`src/hdl/sps_pkg.sv`:
```
// Shared types, codes and constants of the SPS header parser.
// No dependencies; sps_front, sps_back and the top level import this package.
package sps_pkg;

   localparam int AccWidth = 33;

   // Parse positions that are not emitted as elements.
   localparam logic [5:0] POS_RESERVED = 6'd38;
   localparam logic [5:0] POS_SKIP     = 6'd39;

   localparam logic [5:0] CODE_PROFILE   = 6'd0;
   localparam logic [5:0] CODE_FLAG0     = 6'd1;
   localparam logic [5:0] CODE_LEVEL     = 6'd7;
   localparam logic [5:0] CODE_FLAG5     = 6'd6;
   localparam logic [5:0] CODE_SPS_ID    = 6'd8;
   localparam logic [5:0] CODE_CHROMA    = 6'd9;
   localparam logic [5:0] CODE_SEP_PLANE = 6'd10;
   localparam logic [5:0] CODE_DEPTH_L   = 6'd11;
   localparam logic [5:0] CODE_DEPTH_C   = 6'd12;
   localparam logic [5:0] CODE_SCALING   = 6'd14;
   localparam logic [5:0] CODE_FRAME_NUM = 6'd15;
   localparam logic [5:0] CODE_POC_TYPE  = 6'd16;
   localparam logic [5:0] CODE_POC_LSB   = 6'd17;
   localparam logic [5:0] CODE_DELTA_Z   = 6'd18;
   localparam logic [5:0] CODE_OFS_NREF  = 6'd19;
   localparam logic [5:0] CODE_OFS_TB    = 6'd20;
   localparam logic [5:0] CODE_CYCLE_N   = 6'd21;
   localparam logic [5:0] CODE_REF_FR    = 6'd22;
   localparam logic [5:0] CODE_MB_W      = 6'd24;
   localparam logic [5:0] CODE_MB_H      = 6'd25;
   localparam logic [5:0] CODE_FRM_ONLY  = 6'd26;
   localparam logic [5:0] CODE_MBAFF     = 6'd27;
   localparam logic [5:0] CODE_DIRECT8   = 6'd28;
   localparam logic [5:0] CODE_CROP_FLAG = 6'd29;
   localparam logic [5:0] CODE_CROP_L    = 6'd30;
   localparam logic [5:0] CODE_CROP_R    = 6'd31;
   localparam logic [5:0] CODE_CROP_T    = 6'd32;
   localparam logic [5:0] CODE_CROP_B    = 6'd33;
   localparam logic [5:0] CODE_VUI       = 6'd34;
   localparam logic [5:0] CODE_WIDTH     = 6'd35;
   localparam logic [5:0] CODE_HEIGHT    = 6'd36;
   localparam logic [5:0] CODE_ERROR     = 6'd37;

   typedef enum logic [2:0] {
      ST_OK        = 3'd0,
      ST_SHORT     = 3'd1,
      ST_RES_POC   = 3'd2,
      ST_SCALING   = 3'd3,
      ST_TRUNCATED = 3'd4,
      ST_UE_OVF    = 3'd5,
      ST_CHROMA    = 3'd6,
      ST_CROP      = 3'd7
   } status_type;

   typedef enum logic [2:0] {
      B_IDLE, B_BIT, B_FAIL, B_FIN_CALC, B_FIN_W, B_FIN_H, B_END
   } back_state_type;

   // One queued byte between the front and the back.
   typedef struct packed {
      logic [7:0] data_byte;
      logic       end_of_set;
   } byte_entry_type;

   function automatic logic high_ext(input logic [7:0] p);
      return p == 8'd100 || p == 8'd110 || p == 8'd122 || p == 8'd244 ||
             p == 8'd44  || p == 8'd83  || p == 8'd86  || p == 8'd118 ||
             p == 8'd128 || p == 8'd138 || p == 8'd139 || p == 8'd134 ||
             p == 8'd135;
   endfunction

   function automatic logic is_se_pos(input logic [5:0] p);
      return p == CODE_OFS_NREF || p == CODE_OFS_TB || p == POS_SKIP;
   endfunction

   function automatic logic is_ue_pos(input logic [5:0] p);
      return p == CODE_SPS_ID || p == CODE_CHROMA || p == CODE_DEPTH_L ||
             p == CODE_DEPTH_C || p == CODE_FRAME_NUM || p == CODE_POC_TYPE ||
             p == CODE_POC_LSB || p == CODE_CYCLE_N || p == CODE_REF_FR ||
             p == CODE_MB_W || p == CODE_MB_H ||
             (p >= CODE_CROP_L && p <= CODE_CROP_B);
   endfunction

   function automatic logic is_fixed_pos(input logic [5:0] p);
      return p == CODE_PROFILE || p == CODE_LEVEL || p == POS_RESERVED;
   endfunction

endpackage

```
`src/hdl/sps_if.sv`:
```
// Valid/ready channel interfaces for the SPS parser's byte input and result output.
// Depends on nothing but the standard types.
interface sps_req_if;
   logic       valid;
   logic       ready;
   logic [7:0] data_byte;
   logic       end_of_set;
   modport source (output valid, output data_byte, output end_of_set, input ready);
   modport sink   (input valid, input data_byte, input end_of_set, output ready);
endinterface

interface sps_rsp_if;
   logic              valid;
   logic              ready;
   logic [5:0]        element_code;
   logic signed [32:0] element_value;
   logic [2:0]        status;
   logic              final_result;
   modport source (output valid, output element_code, output element_value,
                   output status, output final_result, input ready);
   modport sink   (input valid, input element_code, input element_value,
                   input status, input final_result, output ready);
endinterface

```
`src/hdl/sps_front.sv`:
```
// Front of the SPS parser: accepts bytes and holds them in a two-entry queue.
// Depends on sps_pkg and sps_req_if.
module sps_front (
   input  logic                    clock,
   input  logic                    reset,
   sps_req_if.sink                 req_chan,
   output logic                    q_valid,
   output sps_pkg::byte_entry_type q_entry,
   input  logic                    q_pop
);
   import sps_pkg::*;

   byte_entry_type mem_ff [2];
   logic       wr_ptr_ff, wr_ptr_in;
   logic       rd_ptr_ff, rd_ptr_in;
   logic [1:0] count_ff, count_in;
   logic       push, pop;

   assign req_chan.ready = (count_ff != 2'd2);
   assign push    = req_chan.valid && req_chan.ready;
   assign q_valid = (count_ff != 2'd0);
   assign pop     = q_pop && q_valid;
   assign q_entry = mem_ff[rd_ptr_ff];

   always_comb begin
      wr_ptr_in = push ? ~wr_ptr_ff : wr_ptr_ff;
      rd_ptr_in = pop ? ~rd_ptr_ff : rd_ptr_ff;
      count_in  = count_ff + {1'b0, push} - {1'b0, pop};
   end

   always_ff @(posedge clock) begin
      if (reset) begin
         wr_ptr_ff <= 1'b0;
         rd_ptr_ff <= 1'b0;
         count_ff  <= 2'd0;
      end else begin
         wr_ptr_ff <= wr_ptr_in;
         rd_ptr_ff <= rd_ptr_in;
         count_ff  <= count_in;
      end
   end

   always_ff @(posedge clock) begin
      if (push) begin
         mem_ff[wr_ptr_ff] <= '{data_byte: req_chan.data_byte,
                                end_of_set: req_chan.end_of_set};
      end
   end

   a_count_max: assert property (@(posedge clock) disable iff (reset)
      count_ff != 2'd3) else $error("queue count out of range");
   a_no_pop_empty: assert property (@(posedge clock) disable iff (reset)
      q_pop |-> q_valid) else $error("pop from empty queue");
   a_no_push_full: assert property (@(posedge clock) disable iff (reset)
      count_ff == 2'd2 |-> !push) else $error("push into full queue");

endmodule

```
`src/hdl/sps_back.sv`:
```
// Back of the SPS parser: bit-serial Exp-Golomb decoder, syntax sequencer and
// picture size computation, with the result output register. Depends on sps_pkg and sps_rsp_if.
module sps_back #(
   parameter int MAX_CODE_BITS = 32
) (
   input  logic                    clock,
   input  logic                    reset,
   input  logic                    q_valid,
   input  sps_pkg::byte_entry_type q_entry,
   output logic                    q_pop,
   sps_rsp_if.source               rsp_chan
);
   import sps_pkg::*;

   localparam int LzW = $clog2(MAX_CODE_BITS);
   localparam logic [LzW:0] MaxBits = (LzW + 1)'(MAX_CODE_BITS);

   back_state_type state_ff, state_in;

   logic [7:0]          sh_ff, sh_in;
   logic [2:0]          bitidx_ff, bitidx_in;
   logic                last_ff, last_in;
   logic [1:0]          bytes_ff, bytes_in;
   logic [5:0]          pos_ff, pos_in;
   logic [LzW-1:0]      bc_ff, bc_in;
   logic [LzW-1:0]      lz_ff, lz_in;
   logic [AccWidth-1:0] acc_ff, acc_in;
   logic [31:0]         skip_ff, skip_in;
   logic [7:0]          prof_ff, prof_in;
   logic [31:0]         chroma_ff, chroma_in;
   logic [2:0]          flags_ff, flags_in;
   logic [31:0]         sizes_ff [6];
   logic [31:0]         sizes_in [6];
   logic                done_ff, done_in;
   status_type          pend_ff, pend_in;
   logic [36:0]         w_ff, w_in;
   logic [37:0]         h_ff, h_in;
   logic [33:0]         cw_ff, cw_in;
   logic [34:0]         ch_ff, ch_in;
   logic [31:0]         hres_ff, hres_in;

   logic                 ov_ff, ov_in;
   logic [5:0]           ocode_ff, ocode_in;
   logic [AccWidth-1:0]  oval_ff, oval_in;
   status_type           ostat_ff, ostat_in;
   logic                 ofin_ff, ofin_in;

   logic out_free;
   logic bit_fail_pend, bit_finish, fin_err;
   logic b;

   assign out_free = !ov_ff || rsp_chan.ready;
   assign b        = sh_ff[7];
   assign q_pop    = (state_ff == B_IDLE) && q_valid;

   assign rsp_chan.valid         = ov_ff;
   assign rsp_chan.element_code  = ocode_ff;
   assign rsp_chan.element_value = oval_ff;
   assign rsp_chan.status        = ostat_ff;
   assign rsp_chan.final_result  = ofin_ff;

   // Next state.
   always_comb begin
      state_in = state_ff;
      unique case (state_ff)
         B_IDLE:     if (q_valid) state_in = B_BIT;
         B_BIT: begin
            if (out_free) begin
               priority if (done_ff)    state_in = B_END;
               else if (bit_fail_pend)  state_in = B_FAIL;
               else if (bit_finish)     state_in = B_FIN_CALC;
               else if (bitidx_ff == 3'd7) state_in = B_END;
               else                     state_in = B_BIT;
            end
         end
         B_FAIL:     if (out_free) state_in = B_END;
         B_FIN_CALC: state_in = B_FIN_W;
         B_FIN_W:    if (out_free) state_in = fin_err ? B_END : B_FIN_H;
         B_FIN_H:    if (out_free) state_in = B_END;
         B_END:      if (out_free) state_in = B_IDLE;
         default:    state_in = B_IDLE;
      endcase
   end

   // Datapath and outputs.
   always_comb begin
      logic                emit, cpl, cpl_se;
      logic [AccWidth-1:0] k, val, acc_sh;
      logic [AccWidth:0]   kp1;
      logic [31:0]         v;
      logic [3:0]          len;
      logic [LzW-1:0]      bc_dec;
      logic [36:0]         wr;
      logic [37:0]         hr;
      logic                mul1, cx2;
      logic [1:0]          cys;
      logic [32:0]         sx, sy;

      sh_in = sh_ff; bitidx_in = bitidx_ff; last_in = last_ff; bytes_in = bytes_ff;
      pos_in = pos_ff; bc_in = bc_ff; lz_in = lz_ff; acc_in = acc_ff;
      skip_in = skip_ff; prof_in = prof_ff; chroma_in = chroma_ff;
      flags_in = flags_ff; sizes_in = sizes_ff; done_in = done_ff; pend_in = pend_ff;
      w_in = w_ff; h_in = h_ff; cw_in = cw_ff; ch_in = ch_ff; hres_in = hres_ff;
      ocode_in = ocode_ff; oval_in = oval_ff; ostat_in = ostat_ff; ofin_in = ofin_ff;
      ov_in = ov_ff && !rsp_chan.ready;
      bit_fail_pend = 1'b0; bit_finish = 1'b0; fin_err = 1'b0;
      emit = 1'b0; cpl = 1'b0; cpl_se = 1'b0; k = '0; val = '0; v = '0;
      kp1 = '0; acc_sh = '0; bc_dec = '0; wr = '0; hr = '0;
      mul1 = 1'b0; cx2 = 1'b0; cys = 2'd0; sx = '0; sy = '0;
      len = (pos_ff == POS_RESERVED) ? 4'd2 : 4'd8;

      unique case (state_ff)
         B_IDLE: begin
            if (q_valid) begin
               sh_in     = q_entry.data_byte;
               last_in   = q_entry.end_of_set;
               bitidx_in = 3'd0;
               if (bytes_ff != 2'd3) bytes_in = bytes_ff + 2'd1;
            end
         end
         B_BIT: begin
            if (out_free && !done_ff) begin
               sh_in     = {sh_ff[6:0], 1'b0};
               bitidx_in = bitidx_ff + 3'd1;
               acc_sh    = {acc_ff[AccWidth-2:0], b};
               if (is_fixed_pos(pos_ff)) begin
                  acc_in = {{(AccWidth-8){1'b0}}, acc_sh[7:0]};
                  bc_in  = bc_ff + 1'b1;
                  if (bc_in >= LzW'(len)) begin
                     cpl = 1'b1;
                     k   = acc_in;
                  end
               end else if (is_se_pos(pos_ff) || is_ue_pos(pos_ff)) begin
                  cpl_se = is_se_pos(pos_ff);
                  if (bc_ff == '0) begin
                     if (!b) begin
                        if ({1'b0, lz_ff} + 1'b1 >= MaxBits) begin
                           emit     = 1'b1;
                           ocode_in = CODE_ERROR;
                           oval_in  = '0;
                           ostat_in = ST_UE_OVF;
                           ofin_in  = 1'b1;
                           done_in  = 1'b1;
                        end else begin
                           lz_in = lz_ff + 1'b1;
                        end
                     end else if (lz_ff == '0) begin
                        cpl = 1'b1;
                        k   = '0;
                     end else begin
                        bc_in  = lz_ff;
                        acc_in = AccWidth'(1);
                     end
                  end else begin
                     acc_in = acc_sh;
                     bc_dec = bc_ff - 1'b1;
                     bc_in  = bc_dec;
                     if (bc_dec == '0) begin
                        cpl = 1'b1;
                        k   = acc_sh - AccWidth'(1);
                     end
                  end
               end else begin
                  cpl = 1'b1;
                  k   = AccWidth'(b);
               end

               if (cpl) begin
                  v      = k[31:0];
                  kp1    = {1'b0, k} + 1'b1;
                  val    = cpl_se ? (k[0] ? kp1[AccWidth:1] : (AccWidth'(0) - (k >> 1))) : k;
                  bc_in  = '0;
                  lz_in  = '0;
                  acc_in = '0;
                  if (pos_ff != POS_RESERVED && pos_ff != POS_SKIP) begin
                     emit     = 1'b1;
                     ocode_in = pos_ff;
                     oval_in  = val;
                     ostat_in = ST_OK;
                     ofin_in  = 1'b0;
                  end
                  pos_in = pos_ff + 6'd1;
                  priority case (pos_ff)
                     CODE_PROFILE: prof_in = v[7:0];
                     CODE_FLAG5:   pos_in = POS_RESERVED;
                     POS_RESERVED: pos_in = CODE_LEVEL;
                     CODE_SPS_ID:  pos_in = high_ext(prof_ff) ? CODE_CHROMA : CODE_FRAME_NUM;
                     CODE_CHROMA: begin
                        chroma_in = v;
                        pos_in    = (v == 32'd3) ? CODE_SEP_PLANE : CODE_DEPTH_L;
                     end
                     CODE_SEP_PLANE: flags_in[0] = v[0];
                     CODE_SCALING: begin
                        if (v != '0) begin
                           bit_fail_pend = 1'b1;
                           pend_in       = ST_SCALING;
                        end
                     end
                     CODE_POC_TYPE: begin
                        if (v == 32'd0)      pos_in = CODE_POC_LSB;
                        else if (v == 32'd1) pos_in = CODE_DELTA_Z;
                        else if (v == 32'd2) pos_in = CODE_REF_FR;
                        else begin
                           bit_fail_pend = 1'b1;
                           pend_in       = ST_RES_POC;
                        end
                     end
                     CODE_POC_LSB: pos_in = CODE_REF_FR;
                     CODE_CYCLE_N: begin
                        skip_in = v;
                        pos_in  = (v != '0) ? POS_SKIP : CODE_REF_FR;
                     end
                     POS_SKIP: begin
                        skip_in = skip_ff - 32'd1;
                        pos_in  = (skip_in == '0) ? CODE_REF_FR : POS_SKIP;
                     end
                     CODE_MB_W: sizes_in[0] = v;
                     CODE_MB_H: sizes_in[1] = v;
                     CODE_FRM_ONLY: begin
                        flags_in[1] = v[0];
                        pos_in      = (v != '0) ? CODE_DIRECT8 : CODE_MBAFF;
                     end
                     CODE_CROP_FLAG: begin
                        flags_in[2] = v[0];
                        pos_in      = (v != '0) ? CODE_CROP_L : CODE_VUI;
                     end
                     CODE_CROP_L: sizes_in[2] = v;
                     CODE_CROP_R: sizes_in[3] = v;
                     CODE_CROP_T: sizes_in[4] = v;
                     CODE_CROP_B: sizes_in[5] = v;
                     CODE_VUI: begin
                        pos_in     = pos_ff;
                        bit_finish = 1'b1;
                     end
                     default: ;
                  endcase
               end
            end
         end
         B_FAIL: begin
            if (out_free) begin
               emit = 1'b1; ocode_in = CODE_ERROR; oval_in = '0;
               ostat_in = pend_ff; ofin_in = 1'b1; done_in = 1'b1;
            end
         end
         B_FIN_CALC: begin
            mul1 = flags_ff[1];
            if (chroma_ff == 32'd1)      begin cx2 = 1'b1; cys = mul1 ? 2'd1 : 2'd2; end
            else if (chroma_ff == 32'd2) begin cx2 = 1'b1; cys = mul1 ? 2'd0 : 2'd1; end
            else                         begin cx2 = 1'b0; cys = mul1 ? 2'd0 : 2'd1; end
            sx    = {1'b0, sizes_ff[2]} + {1'b0, sizes_ff[3]};
            sy    = {1'b0, sizes_ff[4]} + {1'b0, sizes_ff[5]};
            w_in  = {({1'b0, sizes_ff[0]} + 33'd1), 4'd0};
            h_in  = {1'b0, ({1'b0, sizes_ff[1]} + 33'd1), 4'd0} << (mul1 ? 0 : 1);
            cw_in = {1'b0, sx} << cx2;
            ch_in = {2'b0, sy} << cys;
         end
         B_FIN_W: begin
            if (out_free) begin
               emit = 1'b1;
               wr   = w_ff;
               hr   = h_ff;
               if (flags_ff[2]) begin
                  wr = w_ff - {3'b0, cw_ff};
                  hr = h_ff - {3'b0, ch_ff};
               end
               if (chroma_ff > 32'd3) begin
                  fin_err = 1'b1; ostat_in = ST_CHROMA;
               end else if (flags_ff[2] &&
                            ({3'b0, cw_ff} >= w_ff || {3'b0, ch_ff} >= h_ff)) begin
                  fin_err = 1'b1; ostat_in = ST_CROP;
               end else begin
                  ostat_in = ST_OK;
               end
               if (fin_err) begin
                  ocode_in = CODE_ERROR; oval_in = '0; ofin_in = 1'b1; done_in = 1'b1;
               end else begin
                  ocode_in = CODE_WIDTH; ofin_in = 1'b0;
                  oval_in  = {1'b0, (wr[36:32] != '0) ? 32'hFFFF_FFFF : wr[31:0]};
                  hres_in  = (hr[37:32] != '0) ? 32'hFFFF_FFFF : hr[31:0];
               end
            end
         end
         B_FIN_H: begin
            if (out_free) begin
               emit = 1'b1; ocode_in = CODE_HEIGHT; oval_in = {1'b0, hres_ff};
               ostat_in = ST_OK; ofin_in = 1'b1; done_in = 1'b1;
            end
         end
         B_END: begin
            if (out_free && last_ff) begin
               if (!done_ff) begin
                  emit = 1'b1; ocode_in = CODE_ERROR; oval_in = '0; ofin_in = 1'b1;
                  ostat_in = (bytes_ff != 2'd3) ? ST_SHORT : ST_TRUNCATED;
               end
               pos_in = CODE_PROFILE; bc_in = '0; lz_in = '0; acc_in = '0;
               skip_in = '0; prof_in = '0; chroma_in = 32'd1; flags_in = '0;
               for (int i = 0; i < 6; i++) sizes_in[i] = '0;
               bytes_in = 2'd0; done_in = 1'b0;
            end
         end
         default: ;
      endcase
      if (emit) ov_in = 1'b1;
   end

   always_ff @(posedge clock) begin
      if (reset) begin
         state_ff  <= B_IDLE;
         ov_ff     <= 1'b0;
         bytes_ff  <= 2'd0;
         pos_ff    <= CODE_PROFILE;
         bc_ff     <= '0;
         lz_ff     <= '0;
         acc_ff    <= '0;
         skip_ff   <= '0;
         prof_ff   <= '0;
         chroma_ff <= 32'd1;
         flags_ff  <= '0;
         done_ff   <= 1'b0;
         for (int i = 0; i < 6; i++) sizes_ff[i] <= '0;
      end else begin
         state_ff  <= state_in;
         ov_ff     <= ov_in;
         bytes_ff  <= bytes_in;
         pos_ff    <= pos_in;
         bc_ff     <= bc_in;
         lz_ff     <= lz_in;
         acc_ff    <= acc_in;
         skip_ff   <= skip_in;
         prof_ff   <= prof_in;
         chroma_ff <= chroma_in;
         flags_ff  <= flags_in;
         done_ff   <= done_in;
         sizes_ff  <= sizes_in;
      end
   end

   always_ff @(posedge clock) begin
      sh_ff <= sh_in; bitidx_ff <= bitidx_in; last_ff <= last_in; pend_ff <= pend_in;
      w_ff <= w_in; h_ff <= h_in; cw_ff <= cw_in; ch_ff <= ch_in; hres_ff <= hres_in;
      ocode_ff <= ocode_in; oval_ff <= oval_in; ostat_ff <= ostat_in; ofin_ff <= ofin_in;
   end

   a_lz_range: assert property (@(posedge clock) disable iff (reset)
      {1'b0, lz_ff} < MaxBits) else $error("leading zero count out of range");
   a_height_after_width: assert property (@(posedge clock) disable iff (reset)
      state_ff == B_FIN_H |-> $past(state_ff) == B_FIN_W || $past(state_ff) == B_FIN_H)
      else $error("height stage entered out of order");
   a_done_clears_at_end: assert property (@(posedge clock) disable iff (reset)
      $fell(done_ff) |-> $past(state_ff) == B_END)
      else $error("parse end cleared outside end of byte");

endmodule

```
`src/hdl/h264_sps_header_parser.sv`:
```
// H.264 SPS header parser, top level: byte queue front and bit-serial parser back.
// Throughput: one bit per cycle in the back decoder; after the VUI flag bit the size
// computation gives the width and height results, or one error result, and a stalled
// result port holds the decoder.
// Reset (synchronous, active high) empties the queue and restarts at the profile element.
// Depends on sps_pkg, sps_if, sps_front and sps_back.
module h264_sps_header_parser #(
   parameter int MAX_CODE_BITS = 32
) (
   input  logic      clock,
   input  logic      reset,
   sps_req_if.sink   req_chan,
   sps_rsp_if.source rsp_chan
);
   import sps_pkg::*;

   // The front takes each byte transfer into a two-entry queue, so the
   // input keeps moving while the decoder works through the previous byte.
   logic           q_valid;
   logic           q_pop;
   byte_entry_type q_entry;

   sps_front u_front (
      .clock    (clock),
      .reset    (reset),
      .req_chan (req_chan),
      .q_valid  (q_valid),
      .q_entry  (q_entry),
      .q_pop    (q_pop)
   );

   // The back shifts each byte out one bit per cycle through the syntax
   // sequencer and holds every result in an output register until its
   // transfer; its bit and result states advance only when that register is free.
   sps_back #(
      .MAX_CODE_BITS (MAX_CODE_BITS)
   ) u_back (
      .clock    (clock),
      .reset    (reset),
      .q_valid  (q_valid),
      .q_entry  (q_entry),
      .q_pop    (q_pop),
      .rsp_chan (rsp_chan)
   );

endmodule
```
`src/flat_wrapper.sv`:
```
// flat-port wrapper written by rule: the top's interface ports become plain ports
module h264_sps_header_parser_flat import sps_pkg::*;
#(
   parameter int MAX_CODE_BITS = 32
)
  (clock, reset, req_chan_valid, req_chan_data_byte, req_chan_end_of_set, req_chan_ready, rsp_chan_valid, rsp_chan_element_code, rsp_chan_element_value, rsp_chan_status, rsp_chan_final_result, rsp_chan_ready);
  sps_req_if req_chan_i ();
  sps_rsp_if rsp_chan_i ();
  input  logic clock;
  input  logic reset;
  input wire logic [$bits(req_chan_i.valid)-1:0] req_chan_valid;
  input wire logic [$bits(req_chan_i.data_byte)-1:0] req_chan_data_byte;
  input wire logic [$bits(req_chan_i.end_of_set)-1:0] req_chan_end_of_set;
  output wire logic [$bits(req_chan_i.ready)-1:0] req_chan_ready;
  output wire logic [$bits(rsp_chan_i.valid)-1:0] rsp_chan_valid;
  output wire logic [$bits(rsp_chan_i.element_code)-1:0] rsp_chan_element_code;
  output wire logic [$bits(rsp_chan_i.element_value)-1:0] rsp_chan_element_value;
  output wire logic [$bits(rsp_chan_i.status)-1:0] rsp_chan_status;
  output wire logic [$bits(rsp_chan_i.final_result)-1:0] rsp_chan_final_result;
  input wire logic [$bits(rsp_chan_i.ready)-1:0] rsp_chan_ready;
  assign req_chan_i.valid = req_chan_valid;
  assign req_chan_i.data_byte = req_chan_data_byte;
  assign req_chan_i.end_of_set = req_chan_end_of_set;
  assign req_chan_ready = req_chan_i.ready;
  assign rsp_chan_valid = rsp_chan_i.valid;
  assign rsp_chan_element_code = rsp_chan_i.element_code;
  assign rsp_chan_element_value = rsp_chan_i.element_value;
  assign rsp_chan_status = rsp_chan_i.status;
  assign rsp_chan_final_result = rsp_chan_i.final_result;
  assign rsp_chan_i.ready = rsp_chan_ready;
  h264_sps_header_parser #(.MAX_CODE_BITS(MAX_CODE_BITS)) u_core (.clock(clock), .reset(reset), .req_chan(req_chan_i), .rsp_chan(rsp_chan_i));
endmodule
```
`config.mk`:
```
export PLATFORM = sky130hd
export DESIGN_NAME = h264_sps_header_parser_flat
export DESIGN_NICKNAME = d
export VERILOG_FILES = /design/src/hdl/sps_pkg.sv /design/src/hdl/sps_if.sv /design/src/hdl/sps_front.sv /design/src/hdl/sps_back.sv /design/src/hdl/h264_sps_header_parser.sv /design/src/flat_wrapper.sv
export SDC_FILE = /design/constraint.sdc
export NUM_CORES = 2
export LEC_CHECK = 0
export ABC_AREA = 1
export BUFFER_PORTS_ARGS = -buffer_cell sky130_fd_sc_hd__buf_2
export CAP_MARGIN = 30
export CORE_AREA = 4 4 329 331
export CTS_CLUSTER_DIAMETER = 100
export DETAILED_ROUTE_END_ITERATION = 10
export DIE_AREA = 0 0 333 335
export SLEW_MARGIN = 20
export SYNTH_ARGS = -nofsm -noshare
export SYNTH_HDL_FRONTEND = slang
export SYNTH_SLANG_ARGS = --single-unit
```
`constraint.sdc`:
```
create_clock -name clock -period 8.4 [get_ports clock]
set_clock_uncertainty 0.1 [all_clocks]
set_input_delay 1.26 -clock clock [delete_from_list [all_inputs] [get_ports clock]]
set_output_delay 1.26 -clock clock [all_outputs]
set_load 0.01 [all_outputs]
```
# Word-level counts from Yosys, hierarchy flattened
# Memory sizes are Yosys's and may differ from the RTL's. A register that Yosys moved wholly into a read port is not among the register bits.
# Cells that the tools add are included.
classes:
  n_eq_ne: 97
  order_cmp: 7
  addsub: 19
  bitwise: 3
  reduce_logical: 84
  n_mux: 241
  shifts: 3
ops:
  columns: ["op", "count"]
  rows:
  - ["$mux 32", 23]
  - ["$mux 33", 21]
  - ["$mux 192", 3]
  - ["$pmux 192 s2", 1]
  - ["$pmux 32 s2", 4]
  - ["$pmux 33 s5", 1]
  - ["$mux 6", 22]
  - ["$mux 38", 3]
  - ["$mux 37", 3]
  - ["$mux 3", 36]
  - ["$eq 32x2->1 const B", 3]
  - ["$mux 1", 77]
  - ["$mux 5", 15]
  - ["$eq 6x5->1 const B", 12]
  - ["$add 32x1->33 const B", 2]
  - ["$add 32x32->33", 2]
  - ["$pmux 6 s11", 1]
  - ["$reduce_and 5->1", 13]
  - ["$eq 32x1->1 const B", 2]
  - ["$logic_not 32->1", 2]
  - ["$mux 8", 7]
  - ["$ne 2x2->1 const B", 28]
  - ["$eq 8x7->1 const B", 6]
  - ["$eq 8x8->1 const B", 6]
  - ["70 further kinds", 161]
word_totals:
  ram_bits: 18
  mem_count: 1
  elab_cells: 490
  register_bits: 555
  out_inout_bits: 45
memory_table:
  columns: ["memory", "words", "word_bits", "read_ports", "rd_ports_with_merged_regs", "write_ports", "line", "rtl"]
  rows:
  - ["u_core.u_front.mem_ff", 2, 9, 1, 1, 1, "sps_front.sv:13", "byte_entry_type mem_ff [2];"]

# Logic depth before layout (Yosys ltp)
logic_depth:
  depth_word: 29
  mapped_depth: 29

# Hierarchy
# A second synthesis with hierarchy kept.
unflattened:
  cells_unflattened: 5110
  area_unflattened_um2: 36741.5
modules_own_cells:
  columns: ["module", "instances", "seq_area_each_um2", "cells_each", "area_each_um2"]
  rows:
  - ["sps_back", 1, 13152.6, 5045, 35790.6]
  - ["sps_front", 1, 640.6, 65, 950.9]

# Worst setup path after synthesis
# Ideal clock, no wire load.
synth_path:
  path_type: "register -> register"
  from: "register u_core.u_back.state_ff[0]"
  to: "register u_core.u_back.ch_ff[0] (enable)"
  setup_time_ns: 0.634
  path_stages_with_launch: 5
  path_slack_ns: 1.353
  t_arrival_ns: 6.313
  path_cell_list: "dfxtp_1 > inv_1 > nor2_1 > inv_1 > nor2_1"
synth_between:
  elab_chain_len: 1
synth_rtl:
  columns: ["item", "line", "rtl"]
  rows:
  - ["start: declaration", "sps_back.sv:18", "back_state_type state_ff, state_in;"]
  - ["start signal: assignment", "sps_back.sv:323", "state_ff <= state_in;"]
  - ["$eq 3x2->1", "sps_back.sv:112", "unique case (state_ff)"]
  - ["end signal: assignment", "sps_back.sv:341", "w_ff <= w_in; h_ff <= h_in; cw_ff <= cw_in; ch_ff <= ch_in; hres_ff <= hres_in;"]
  - ["end: declaration", "sps_back.sv:39", "logic [34:0] ch_ff, ch_in;"]
# Every way passes these cells.
# A chain may end at the register's enable or synchronous reset.

# Worst setup path after layout
layout_path:
  from: "register u_core.u_back.pos_ff[0]"
  to: "register u_core.u_back.oval_ff[16] (netlist: u_core.u_back.rsp_chan.element_value[16]) (data pin)"
layout_between:
  elab_chain_len: 24
  elab_cells_between_ends: 65
  classes_between: "2 x add/sub; 3 x order compare; 18 x eq/ne; 23 x mux; 19 x reduce/logical"
layout_rtl:
  columns: ["item", "line", "rtl"]
  rows:
  - ["start: declaration", "sps_back.sv:24", "logic [5:0] pos_ff, pos_in;"]
  - ["start signal: assignment", "sps_back.sv:326", "pos_ff <= pos_in;"]
  - ["$eq 6x4->1", "sps_pkg.sv:77", "return p == CODE_SPS_ID || p == CODE_CHROMA || p == CODE_DEPTH_L ||"]
  - ["$logic_or 1x1->1 (3 in series)", "sps_pkg.sv:77", null]
  - ["$logic_or 1x1->1 (3 in series)", "sps_pkg.sv:78", "p == CODE_DEPTH_C || p == CODE_FRAME_NUM || p == CODE_POC_TYPE ||"]
  - ["$logic_or 1x1->1 (3 in series)", "sps_pkg.sv:79", "p == CODE_POC_LSB || p == CODE_CYCLE_N || p == CODE_REF_FR ||"]
  - ["$logic_or 1x1->1 (2 in series)", "sps_pkg.sv:80", "p == CODE_MB_W || p == CODE_MB_H ||"]
  - ["$logic_or 1x1->1", "sps_back.sv:133", "end else if (is_se_pos(pos_ff) || is_ue_pos(pos_ff)) begin"]
  - ["$mux 33", "sps_back.sv:133", null]
  - ["$mux 33", "sps_back.sv:126", "if (is_fixed_pos(pos_ff)) begin"]
  - ["$mux 33", "sps_back.sv:122", "if (out_free && !done_ff) begin"]
  - ["$mux 33", "sps_back.sv:112", null]
  - ["$add 33x1->34 / $sub 1x32->33 (equally long branches)", "sps_back.sv:170, sps_back.sv:171", null]
  - ["$mux 33 (2 in series)", "sps_back.sv:171", "val = cpl_se ? (k[0] ? kp1[AccWidth:1] : (AccWidth'(0) - (k >> 1))) : k;"]
  - ["$mux 33", "sps_back.sv:175", "if (pos_ff != POS_RESERVED && pos_ff != POS_SKIP) begin"]
  - ["$mux 33 *", "sps_back.sv:168", "if (cpl) begin"]
  - ["$mux 33 *", "sps_back.sv:122", null]
  - ["$pmux 33 s5 *", "sps_back.sv:112", null]
  - ["named net u_core.u_back.oval_in[16]", "sps_back.sv:44", "logic [AccWidth-1:0] oval_ff, oval_in;"]
  - ["end signal: assignment", "sps_back.sv:342", "ocode_ff <= ocode_in; oval_ff <= oval_in; ostat_ff <= ostat_in; ofin_ff <= ofin_in;"]
  - ["end: declaration", "sps_back.sv:44", null]
# Mark *: on every way through the listed nets, which the timed path passes. The rest lies on a longest branch. The select of a mux whose other input is x is not followed.

==> impl_results.html <==
<table>
<tr><th>Metric</th><th>Value</th></tr>
<tr><th colspan="2">Outcome</th></tr>
<tr><td>Result of the run</td><td>finished clean</td></tr>
<tr><th colspan="2">Setup path</th></tr>
<tr><td>Ordered cell list for the critical path</td><td>inv_1 -&gt; ha_1 -&gt; inv_1 -&gt; nor2_1 -&gt; nand2_1 -&gt; nand3_2 -&gt; nor2_4 -&gt; nand2_1 -&gt; o22ai_1 -&gt; ha_1 -&gt; nand3_1 -&gt; nor4_1 -&gt; nand2_1 -&gt; nand2_1 -&gt; o21ai_0 -&gt; o211ai_1 -&gt; nand4_1</td></tr>
<tr><td>Data arrival time of the worst path</td><td>5.54 ns</td></tr>
<tr><td>Startpoint of the lowest-slack register-to-register path</td><td>u_core.u_back.pos_ff[0]</td></tr>
<tr><td>Max stage delay on crit path</td><td>just over 0.6 ns</td></tr>
<tr><td>Data required time of the worst path</td><td>~8.6 ns</td></tr>
<tr><td>Slowest library cell on the worst path</td><td>sky130_fd_sc_hd__nor4_1</td></tr>
<tr><td>Worst reg2reg path depth</td><td>17</td></tr>
<tr><td>Critical R2R Capture</td><td>u_core.u_back.rsp_chan.element_value[16]</td></tr>
<tr><td>Register-to-register path setup slack</td><td>3.08 ns</td></tr>
<tr><td>Crit Path Category</td><td>reg -&gt; reg</td></tr>
<tr><td>Type of element launching the critical path</td><td>register</td></tr>
<tr><td>Most used cell, CP</td><td>sky130_fd_sc_hd__nand2_1</td></tr>
<tr><td>Top fanout value on the critical path</td><td>21</td></tr>
<tr><td>Nature of the critical path endpoint</td><td>register</td></tr>
<tr><td>Buffers plus inverters on the worst setup path</td><td>2</td></tr>
<tr><td>Kind of cell adding the most delay to the critical path</td><td>simple AND/OR/NAND/NOR gates</td></tr>
<tr><th colspan="2">Power</th></tr>
<tr><td>Static Leakage</td><td>0.0170 uW</td></tr>
<tr><td>Net switching fraction of the power</td><td>0.466</td></tr>
<tr><td>Clock share of power</td><td>0.217</td></tr>
<tr><td>Maximum ir drop on the vdd rail</td><td>259 uV</td></tr>
<tr><td>Internal cell power</td><td>7500 uW</td></tr>
<tr><td>Sequential cell fraction of total power</td><td>0.296</td></tr>
<tr><td>Power density over the cells</td><td>344 nW/um^2</td></tr>
<tr><td>Switching power of the nets</td><td>6540 uW</td></tr>
<tr><td>Logic gate share of total power</td><td>0.487</td></tr>
<tr><th colspan="2">Yosys</th></tr>
<tr><td>Count of mapped cells out of synthesis</td><td>~5100</td></tr>
<tr><td>Yosys cell types</td><td>between 60 and 70</td></tr>
<tr><td>Synthesized area per cell</td><td>7.23 sq um</td></tr>
<tr><td>Cell with the most instances after synthesis</td><td>sky130_fd_sc_hd__nand2_1</td></tr>
<tr><td>YS warnings</td><td>0</td></tr>
<tr><td>FFs w/ async S/R, synth</td><td>0</td></tr>
<tr><td>Fraction of the yosys area taken by sequential cells</td><td>0.376</td></tr>
<tr><td>Predominant post-synthesis flop cell</td><td>sky130_fd_sc_hd__dfxtp_1</td></tr>
<tr><td>Number of enable flip-flop cells after synthesis</td><td>242</td></tr>
<tr><td>Net Count, Synth</td><td>5251</td></tr>
<tr><td>Synth top area share</td><td>0.198</td></tr>
<tr><td>Leading area contributor after synthesis</td><td>sky130_fd_sc_hd__edfxtp_1</td></tr>
<tr><td>Ranking of synthesized cells by area</td><td>sky130_fd_sc_hd__edfxtp_1, sky130_fd_sc_hd__dfxtp_1, sky130_fd_sc_hd__nand2_1, sky130_fd_sc_hd__a21oi_1, sky130_fd_sc_hd__o21ai_0</td></tr>
<tr><td>Synth cell count leaders</td><td>sky130_fd_sc_hd__nand2_1, sky130_fd_sc_hd__nor2_1, sky130_fd_sc_hd__a21oi_1</td></tr>
<tr><td>Synthesized flop and latch total</td><td>568</td></tr>
<tr><td>Post-synthesis instance area</td><td>36700 sq um</td></tr>
<tr><th colspan="2">CTS</th></tr>
<tr><td>Setup Fix Bufs, Post-CTS</td><td>0</td></tr>
<tr><td>Hold buffer count at CTS</td><td>0</td></tr>
<tr><td>Number of buffers created by CTS</td><td>67</td></tr>
<tr><td>Deepest level of the CTS H-tree</td><td>3</td></tr>
<tr><td>Clock insertion delay at the later pin of the skew report</td><td>0.63 ns</td></tr>
<tr><td>Clock-pin transition on the worst setup and hold timing paths</td><td>0.06 ns</td></tr>
<tr><td>CTS Buffer Depth</td><td>3</td></tr>
<tr><td>Cell chosen for the clock root</td><td>sky130_fd_sc_hd__clkbuf_16</td></tr>
<tr><td>TritonCTS clock tree</td><td>yes</td></tr>
<tr><td>Total number of clock tree sinks</td><td>568</td></tr>
<tr><td>Number of cells upsized or downsized after cts</td><td>0</td></tr>
<tr><th colspan="2">Timing</th></tr>
<tr><td>Number of pins exceeding their max-slew limit in the final report</td><td>0</td></tr>
<tr><td>Worst max-slew margin expressed relative to the limit</td><td>0.292</td></tr>
<tr><td>Highest clock rate</td><td>between 150 and 200 MHz</td></tr>
<tr><td>Actual transition at the worst max-transition pin</td><td>approximately 1.1 ns</td></tr>
<tr><td>Setup TNS</td><td>0 ns</td></tr>
<tr><td>Worst hold slack</td><td>0.355 ns</td></tr>
<tr><td>Unrepaired setup endpoints after global routing</td><td>no</td></tr>
<tr><td>Count of final setup violators</td><td>0</td></tr>
<tr><td>Period utilization</td><td>0.633</td></tr>
<tr><td>Final hold violation count</td><td>0</td></tr>
<tr><td>Setup slack after layout</td><td>~3 ns</td></tr>
<tr><td>Final critical-path required period</td><td>5.32 ns</td></tr>
<tr><th colspan="2">Global routing</th></tr>
<tr><td>Global-route wire length before repair</td><td>a little under 200 mm</td></tr>
<tr><td>Grt ovf</td><td>0</td></tr>
<tr><td>Via count of the first global-routing pass</td><td>32500</td></tr>
<tr><td>Largest net degree at the start of global routing</td><td>97</td></tr>
<tr><td>GRT Resource Usage Total</td><td>0.226</td></tr>
<tr><td>Antenna violations before repair</td><td>5</td></tr>
<tr><th colspan="2">Drt</th></tr>
<tr><td>Iteration-0 DRC Markers</td><td>about 3800</td></tr>
<tr><td>Detailed-route wire length per cell</td><td>20.0 microns</td></tr>
<tr><td>Post-route antenna net violation count</td><td>0</td></tr>
<tr><td>Final Routed Wirelength</td><td>130 mm</td></tr>
<tr><td>Residual DRC</td><td>0</td></tr>
<tr><td>First-pass detailed-route iteration total</td><td>6</td></tr>
<tr><td>Total vias in the final route</td><td>35300</td></tr>
<tr><td>Drt via density</td><td>5.42</td></tr>
<tr><th colspan="2">Floorplan</th></tr>
<tr><td>Die area</td><td>112000 sq um</td></tr>
<tr><td>Ports placed on the boundary</td><td>58</td></tr>
<tr><td>Core region area</td><td>105000 sq um</td></tr>
<tr><td>Total number of placement rows</td><td>119</td></tr>
<tr><td>Horiz. Die Dim</td><td>between 300 and 400 microns</td></tr>
<tr><td>Starting utilization of the core area</td><td>0.349</td></tr>
<tr><td>Vert. Die Dim</td><td>335 microns</td></tr>
<tr><th colspan="2">Cells and area</th></tr>
<tr><td>Final nets</td><td>5233</td></tr>
<tr><td>Fraction of final layout cells with drive strength greater than 1</td><td>0.0727</td></tr>
<tr><td>Non-filler cells in the finished layout</td><td>6509</td></tr>
<tr><td>Area delta synth-&gt;final</td><td>11.3%</td></tr>
<tr><th colspan="2">Placed design</th></tr>
<tr><td>Quantity of I/O buffers inserted on ports</td><td>57</td></tr>
<tr><td>Final Wtd Congestion</td><td>0.955</td></tr>
<tr><td>Placed Instances</td><td>6379</td></tr>
<tr><td>Pre-CTS worst setup slack</td><td>3.19 ns</td></tr>
<tr><td>DP Wirelength</td><td>98.4 mm</td></tr>
<tr><th colspan="2">Worst hold path</th></tr>
<tr><td>Class of the worst hold path</td><td>reg -&gt; reg</td></tr>
<tr><td>Number of instances on the worst hold path</td><td>1</td></tr>
<tr><td>Origin of the worst min-delay path</td><td>u_core.u_front.rd_ptr_ff</td></tr>
<tr><th colspan="2">Run</th></tr>
<tr><td>Number of max-cap violations</td><td>0</td></tr>
</table>
==> worst reg2reg max path: stages, from the launching register on <==
cell and delay [ns]:
sky130_fd_sc_hd__dfxtp_1 0.51, sky130_fd_sc_hd__inv_1 0.15, sky130_fd_sc_hd__ha_1 0.25, sky130_fd_sc_hd__inv_1 0.13, sky130_fd_sc_hd__nor2_1 0.09, sky130_fd_sc_hd__nand2_1 0.13, sky130_fd_sc_hd__nand3_2 0.33, sky130_fd_sc_hd__nor2_4 0.60
sky130_fd_sc_hd__nand2_1 0.48, sky130_fd_sc_hd__o22ai_1 0.58, sky130_fd_sc_hd__ha_1 0.29, sky130_fd_sc_hd__nand3_1 0.16, sky130_fd_sc_hd__nor4_1 0.61, sky130_fd_sc_hd__nand2_1 0.16, sky130_fd_sc_hd__nand2_1 0.14, sky130_fd_sc_hd__o21ai_0 0.11
sky130_fd_sc_hd__o211ai_1 0.11, sky130_fd_sc_hd__nand4_1 0.10
==> cells by family after synthesis <==
logic type / share of synthesized area
buf+inv: 0.0769
xor+xnor: 0.0408
compound gates: 0.197
mux: 0.00525
simple gates: 0.250
flops: 0.376
fa+ha+maj: 0.0543
==> final cells by class <==
| class | count | area [sq um] |
|---|---|---|
| diodes | 3 | 7.51 |
| clock buffers | 102 | 2030 |
| clock inverters | 20 | 250 |
| fillers | 11100 | 64300 |
| inverters | 534 | 2010 |
| multi-input cells | 3779 | 20200 |
| flip-flops and latches | 568 | 13800 |
| well taps | 1391 | 1740 |
| repair buffers | 112 | 787 |
==> worst max path at each step <==
stage | startpoint | endpoint | slack, ns | cells after the start
after floorplan | u_core.u_back.state_ff[0] | u_core.u_back.ch_ff[0] | 1.35 | 4
after global placement | u_core.u_back.pos_ff[0] | u_core.u_back.rsp_chan.element_value[25] | 3.35 | 21
after detailed placement | u_core.u_back.pos_ff[0] | u_core.u_back.rsp_chan.element_value[21] | 3.19 | 21
after CTS | u_core.u_back.pos_ff[0] | u_core.u_back.rsp_chan.element_value[21] | 3.17 | 21
after global routing | u_core.u_back.pos_ff[0] | u_core.u_back.rsp_chan.element_value[21] | 2.57 | 21
final | u_core.u_back.pos_ff[0] | u_core.u_back.rsp_chan.element_value[16] | 3.08 | 17
==> routing by layer <==
metal / track usage / part of all wire
met5: 0 / 0
met4: 0.0877 / 0.038
met3: 0.0251 / 0.067
met2: 0.344 / 0.43
met1: 0.328 / 0.47
==> power by group through the flow <==
stage	logic (uW)	registers, uW	clock network, uW
floorplan	4620	4090	0
global placement	6630	4210	0
detailed placement	6680	4210	0
CTS	6720	4160	3110
global route	7600	4220	3210
finish	6840	4160	3040
==> per-stage QoR <==
stage	cell area (sq um)	utilization	total power, uW
2_1_floorplan	36700	-	8700
3_3_place_gp	38400	0.365	10800
3_5_place_dp	38500	0.366	10900
4_1_cts	40800	0.388	14000
5_1_grt	40800	0.389	15000
6_report	40900	0.389	14000
==> placed cells by master, fill, tap and decap left out, drive strengths merged, types with 7 or more instances in the layout <==
cell type,n
o2111ai,11
buf,112
nand4,106
o22ai,9
nor4,21
clkinv,22
edfxtp,242
mux2i,17
nor2,621
a22o,8
a21o,20
inv,528
dfxtp,326
o21a,12
nand2,952
o31ai,9
a211oi,40
nor3,83
o211ai,42
or2,24
clkbuf,102
o21bai,9
o21ai,526
a21boi,10
xnor2,52
ha,156
a21oi,548
nand3,290
nand3b,7
a31oi,38
xor2,119
==> flip-flops by register name, summed over array words and instances, names as in the netlist, 5 cells and up, named ones only <==
register and cells:
u_core.u_back.cw_ff 34, u_core.u_back.skip_ff 32, u_core.u_back.lz_ff 5, u_core.u_back.bc_ff 5
u_core.u_back.sh_ff 8, u_core.u_back.hres_ff 32, u_core.u_back.ch_ff 35, u_core.u_front.mem_ff 18
u_core.u_back.sizes_ff 192, u_core.u_back.prof_ff 8, u_core.u_back.acc_ff 32, u_core.u_back.rsp_chan.element_code 6
u_core.u_back.w_ff 33, u_core.u_back.pos_ff 6, u_core.u_back.chroma_ff 32, u_core.u_back.h_ff 34
u_core.u_back.rsp_chan.element_value 33
(Power assumes the default switching activity.)
